File: config.mk
export PLATFORM = sky130hd
export DESIGN_NAME = rwns_ctrl
export DESIGN_NICKNAME = d
export VERILOG_FILES = /design/src/rtl/core/rwns_pkg.sv /design/src/rtl/core/rwns_ctrl.sv
export SDC_FILE = /design/constraint.sdc
export NUM_CORES = 1
export LEC_CHECK = 0
export BUFFER_PORTS_ARGS = -buffer_cell sky130_fd_sc_hd__buf_4
export CAP_MARGIN = 20
export CORE_AREA = 2 2 39 41
export DETAILED_ROUTE_END_ITERATION = 16
export DIE_AREA = 0 0 41 43
export GPL_TIMING_DRIVEN = 1
export PLACE_DENSITY = 0.67
export SYNTH_ARGS = -nofsm -noshare
export SYNTH_HDL_FRONTEND = slang
export SYNTH_SLANG_ARGS = --single-unit
File: constraint.sdc
create_clock -name i_clk -period 1.85 [get_ports i_clk]
set_input_delay 0.2775 -clock i_clk [delete_from_list [all_inputs] [get_ports i_clk]]
set_output_delay 0.2775 -clock i_clk [all_outputs]
set_load 0.05 [all_outputs]
File: src/rtl/core/rwns_pkg.sv
// Package for the rate-weighted node selector.
// Holds the node count, field widths, command codes and the controller/datapath structs.
// No dependencies.
package rwns_pkg;

    // Table size and derived index width.
    localparam int NODES   = 1024;
    localparam int IDX_W   = $clog2(NODES);

    // Field widths of the input and result words.
    localparam int CMD_W   = 1;
    localparam int NODE_W  = 10;
    localparam int RATE_W  = 17;
    localparam int FRAC_W  = 16;
    localparam int SUM_W   = 27;

    // Exact running total and the product of fraction and total.
    localparam int TOTAL_W = $clog2(longint'(NODES) * 64'd65536 + 64'd1);
    localparam int THR_W   = FRAC_W + TOTAL_W;

    // Rate of 1.0 in Q1.16 and the largest value of the rate_sum field.
    localparam logic [RATE_W-1:0] RATE_ONE = RATE_W'(65536);
    localparam longint            SUM_MAX  = (64'd1 << SUM_W) - 64'd1;

    // Command codes of the input word.
    localparam logic [CMD_W-1:0] CMD_SET    = 1'b0;
    localparam logic [CMD_W-1:0] CMD_SELECT = 1'b1;

    // Commands from the controller to the datapath.
    typedef struct packed {
        logic in_ready;   // input word may be accepted
        logic load_item;  // capture the input word
        logic clr;        // clearing pass: zero one table entry
        logic rd_item;    // read the addressed node's old rate
        logic set_wr;     // update total and write the new rate
        logic mul;        // form the threshold and start the scan
        logic scan;       // accumulate one rate
        logic out_load;   // move the result into the output register
    } t_cmd;

    // Status from the datapath to the controller.
    typedef struct packed {
        logic clr_end;    // last entry is being cleared
        logic total_zero; // running total is zero
        logic scan_end;   // node found or last node reached
        logic out_free;   // output register can take a word
    } t_stat;

endpackage

File: src/rtl/core/rwns_ctrl.sv
// Controller of the rate-weighted node selector: one-hot state machine issuing datapath commands.
// Depends on rwns_pkg (t_cmd, t_stat, command codes).
module rwns_ctrl import rwns_pkg::*; (
    input  logic             i_clk,
    input  logic             i_rst_n,
    input  logic             i_in_valid,
    input  logic [CMD_W-1:0] i_in_cmd,
    input  t_stat            i_stat,
    output t_cmd             o_cmd
);

    typedef enum logic [6:0] {
        S_CLEAR  = 7'b0000001,
        S_IDLE   = 7'b0000010,
        S_SET_RD = 7'b0000100,
        S_SET_WR = 7'b0001000,
        S_MUL    = 7'b0010000,
        S_SCAN   = 7'b0100000,
        S_DONE   = 7'b1000000
    } t_state;

    t_state r_state;
    t_state n_state;

    // State register; reset starts the clearing pass over the rate table.
    always_ff @(posedge i_clk) begin
        if (!i_rst_n) begin
            r_state <= S_CLEAR;
        end else begin
            r_state <= n_state;
        end
    end

    // Next state and command decode.
    always_comb begin
        n_state = r_state;
        o_cmd   = '0;
        case (r_state)
            S_CLEAR: begin
                o_cmd.clr = 1'b1;
                if (i_stat.clr_end) begin
                    n_state = S_IDLE;
                end
            end
            S_IDLE: begin
                o_cmd.in_ready = 1'b1;
                if (i_in_valid) begin
                    o_cmd.load_item = 1'b1;
                    n_state = (i_in_cmd == CMD_SELECT) ? S_MUL : S_SET_RD;
                end
            end
            S_SET_RD: begin
                o_cmd.rd_item = 1'b1;
                n_state = S_SET_WR;
            end
            S_SET_WR: begin
                o_cmd.set_wr = 1'b1;
                n_state = S_DONE;
            end
            S_MUL: begin
                o_cmd.mul = 1'b1;
                n_state = i_stat.total_zero ? S_DONE : S_SCAN;
            end
            S_SCAN: begin
                o_cmd.scan = 1'b1;
                if (i_stat.scan_end) begin
                    n_state = S_DONE;
                end
            end
            S_DONE: begin
                if (i_stat.out_free) begin
                    o_cmd.out_load = 1'b1;
                    n_state = S_IDLE;
                end
            end
            default: begin
                n_state = S_IDLE;
            end
        endcase
    end

endmodule

== Word-level counts from Yosys, hierarchy flattened ==
Cells that the tools add are included.

* Multiplexer cells: 16
* Reduce and logical (&&, ||, !) cells: 1
* Equality and inequality tests: 11

{| class="wikitable"
|+ Operators by type and width
! operator !! number
|-
| case mux 7 bit (7 select lines) || 1
|-
| two-way mux 7 bit || 5
|-
| two-way mux 1 bit || 8
|-
| inequality test 2 bit, second input constant || 4
|-
| == test 7 x 1 -> 1 bit, second input constant || 1
|-
| == test 7 x 2 -> 1 bit, second input constant || 1
|-
| == test 7 x 3 -> 1 bit, second input constant || 1
|-
| == test 7 x 4 -> 1 bit, second input constant || 1
|-
| == test 7 x 5 -> 1 bit, second input constant || 1
|-
| == test 7 x 6 -> 1 bit, second input constant || 1
|-
| == test 7 bit, second input constant || 1
|-
| two-way mux 5 bit || 1
|-
| AND reduction 4 bit || 1
|-
| two-way mux 2 bit || 1
|}

* Input port bits: 8
* Flip-flop bits (word level): 7
* Output and inout port bits: 8
* Word-level logic and storage cells: 29

== Longest topological paths before layout ==
* Word-level depth: 3
* Depth in mapped cells: 6
* Gate-level depth less buffers: 4

== Least setup slack after synthesis ==
Ideal clock, no wire load.

* Path kind: flip-flop to output port
* Start point: reg r_state[3]
* End point: out o_cmd[0] in the netlist's numbering
* Data required time: 1572 ps
* Buffers on the path: 2
* Stages on the path, launching flop included: 5
* Arrival: 2547 ps
* Slack: -974 ps
* Cells stage by stage: dfxtp_1 -> buf_6 -> or4_4 -> buf_6 -> nor4_1

{| class="wikitable"
|+ RTL lines
! what !! RTL line !! text
|-
| from (decl) || rwns_ctrl.sv:22 || <nowiki>t_state r_state;</nowiki>
|-
| from (signal assigned) || rwns_ctrl.sv:30 || <nowiki>r_state <= n_state;</nowiki>
|-
| to (decl) || rwns_ctrl.sv:9 || <nowiki>output t_cmd o_cmd</nowiki>
|}

==> metrics.md <==
| Metric | Value |
|---|---|
| Result of the run | finished, violations left |
| Failing checks | setup timing |
| CTS Buf Count | 3 |
| Worst r2r src | r_state[6] |
| Max-slew headroom | 73.8% |
| Seq/Total Area, Yosys | 26.5% |
| CTS tree | yes |
| DIE AREA | 0.00176 mm2 |
| Unrepaired setup endpoints after global routing | yes |
| WP data arrival | 1640 ps |
| Biggest register | r_state |
| Final Cycle Share | 104% |
| Total global-route track usage | 23.1% |
| Pre-antenna DRT Iters | 4 |
| Final setup viols | 4 |
| Final worst setup slack | -68.5 ps |
| Core footprint | 0.00138 mm2 |
| Die X | 41 um |
| Hold WS | 211 ps |
| Min Tclk post-route | 1920 ps |
| Lkg Pwr | 0.396 nW |
| Number of flops mapped to enable cells by yosys | 0 |
| Residual DRC | 0 |
| Highest Clock Rate | 521 MHz |
| Power per cell area | 544 mW/mm2 |
| Layout area overhead | 75.2% |
| Placer Congestion | 0.800 |
| Reg-to-Reg End | r_state[6] |
| Global-route wire length before repair | 2.72 mm |
| Syn avg cell area | 8.40 um2 |
| Final Max Slew Viols | 0 |
| Clock root buffer | clkbuf_4 |
| Layout cells sized above 1 | 60.2% |
| Max Cap Viol | 0 |
| Final wirelength | 1.64 mm |
| CTS clock-pin slew for the worst setup and hold paths | 60 ps |
| WHS Path Cells | 2 |
| Biggest registers after layout | r_state: 7 flops |
| Clk Latency, worst-skew pair | 260 ps |
| Initial antenna violation count | 0 |
| Post-synth ARST share | 0% |
| Via count of the first global-routing pass | 611 |
| Max reg flops | 7 |
| Layout Utilization | 67.0% |
| Peak VDD IR | 0.293 mV |
| Startpoint types | flop |
| H-tree depth | 1 |
| Flop-to-flop setup slack | 30 ps |
| Largest net degree at the start of global routing | 11 |
| Clock sink total | 7 |
| Routed vias | 639 |
| GRT Residual Overflow | 0 |
| Starting density of the core | 38.2% |
| Worst r2r path cells | 5 |
| Crit path from | r_state[4] |
| Hold Vio Cnt, Final | 0 |
| Final nets | 102 |
| Site row count | 14 |
| I/O pins | 16 |
| Worst Skew | 7.29 ps |
| #FFs+latches synth | 7 |
| Worst Hold End | r_state[0] |
| Via-to-Cell Ratio | 5.86 |
| Syn. warnings | 0 |
| Most used flip-flop cell after synthesis | dfxtp_1 |
| Hold Path Class | in2reg |
| Syn_nets | 71 |
| Drt wl/cell | 15.0 um |
| WS Path Type | reg2out |
| Crit Path Max Fanout | 6 |
| DR iter-0 viols | 6 |
| Worst-Margin Slew | 391 ps |
| Max Buffers Root-to-Sink | 2 |
| Antenna-violating nets left | 0 |
| Die height | 43 um |
| Syn Inst Count | 63 |
| CP required | 1570 ps |
| Hold wc startpoint | i_rst_n |
| I/O Buffers | 15 |
| Distinct cells, synth | 35 |
| CTS Hold Bufs | 0 |
| N_diodes | 0 |
| Power Total | 0.000505 W |
| DP Wirelength | 1.10 mm |
| Synth Cell Area | 529 um2 |
| Setup crit end kind | primary output |
-- how the worst max path moves through the flow --
stage	endpoint	slack, ps	cells after the start
global route	o_cmd[0]	-140	4
floorplan	o_cmd[1]	-60	3
detailed placement	r_state[1]	50	5
global placement	r_state[2]	40	5
finish	o_cmd[0]	-70	4
CTS	o_cmd[0]	-70	4
-- stage by stage --
stage / TNS [ps] / instance area [um2] / worst slack, ps / instances
floorplan: -243 / 571 / -64.6 / 63
global placement: 0 / 758 / 38.6 / 101
detailed placement: 0 / 758 / 46.8 / 101
CTS: -155 / 877 / -67.3 / 108
global route: -533 / 927 / -139 / 109
finish: -198 / 927 / -68.5 / 109
-- final cells by class --
cell class | instances | area [um2]
well taps | 16 | 20.0
flip-flops and latches | 7 | 146
multi-input cells | 50 | 449
clock buffers | 4 | 26.3
repair buffers | 31 | 282
fillers | 117 | 457
inverters | 1 | 3.75
-- what timing repair did --
action	CTS	global route
setup buffers	3	1
resized for setup	19	9
pin swaps	4	4
endpoints found under the setup margin	6	11
-- synthesized netlist by cell type (2+ instances only) --
master / count / area share, %
and3_1: 2 / 2.4
nor3_1: 4 / 3.8
nor2_1: 5 / 3.5
nor4_1: 2 / 2.4
buf_6: 2 / 4.3
dfxtp_1: 7 / 26
or4_4: 2 / 4.3
nand2_1: 3 / 2.1
o21ai_0: 2 / 1.9
or3b_2: 2 / 3.3
clkbuf_1: 2 / 1.4
and4b_1: 2 / 3.8
nand2b_1: 3 / 3.5
o31ai_1: 2 / 2.8
nor2b_1: 3 / 3.5
-- power by group --
group | internal (W) | leakage, nW | total [W] | switching (W)
Sequential | 0.000159 | 0.0588 | 0.000171 | 0.0000122
Clock | 0.0000828 | 0.0150 | 0.000147 | 0.0000641
Combinational | 0.0000914 | 0.323 | 0.000187 | 0.0000956
-- cell usage in the layout (no fill, tap or decap), drive strengths merged, types with 3 or more instances in the layout --
cell type,instances
nor3,4
nor2,5
nand2b,3
buf,31
nor2b,3
clkbuf,4
dfxtp,7
nor4,3
nand2,3
-- per-layer routing --
layer / track usage (%) / routed length (um) / up-vias
met5: 0 / 0 / -
met4: 10.0 / 54 / 0
met3: 6.81 / 80 / 8
met2: 35.0 / 870 / 22
met1: 29.0 / 634 / 308
li1: - / - / 301
-- critical path, stage by stage, from the launching register on --
cell     delay (ps)
dfxtp_1         310
or4_4           590
buf_6           150
nor4_4          140
buf_6           190
-- kinds of logic after synthesis --
group                     after synthesis  synth area share [%]
and+or+nand+nor                        37                  47.5
AOI/OAI and AO/OA                      11                  15.1
DFF                                     7                  26.5
buffers and inverters                   6                  7.33
xor gates and xnor gates                1                  1.66
muxes                                   1                  1.89
No activity file was read; power rests on OpenSTA's default activity.
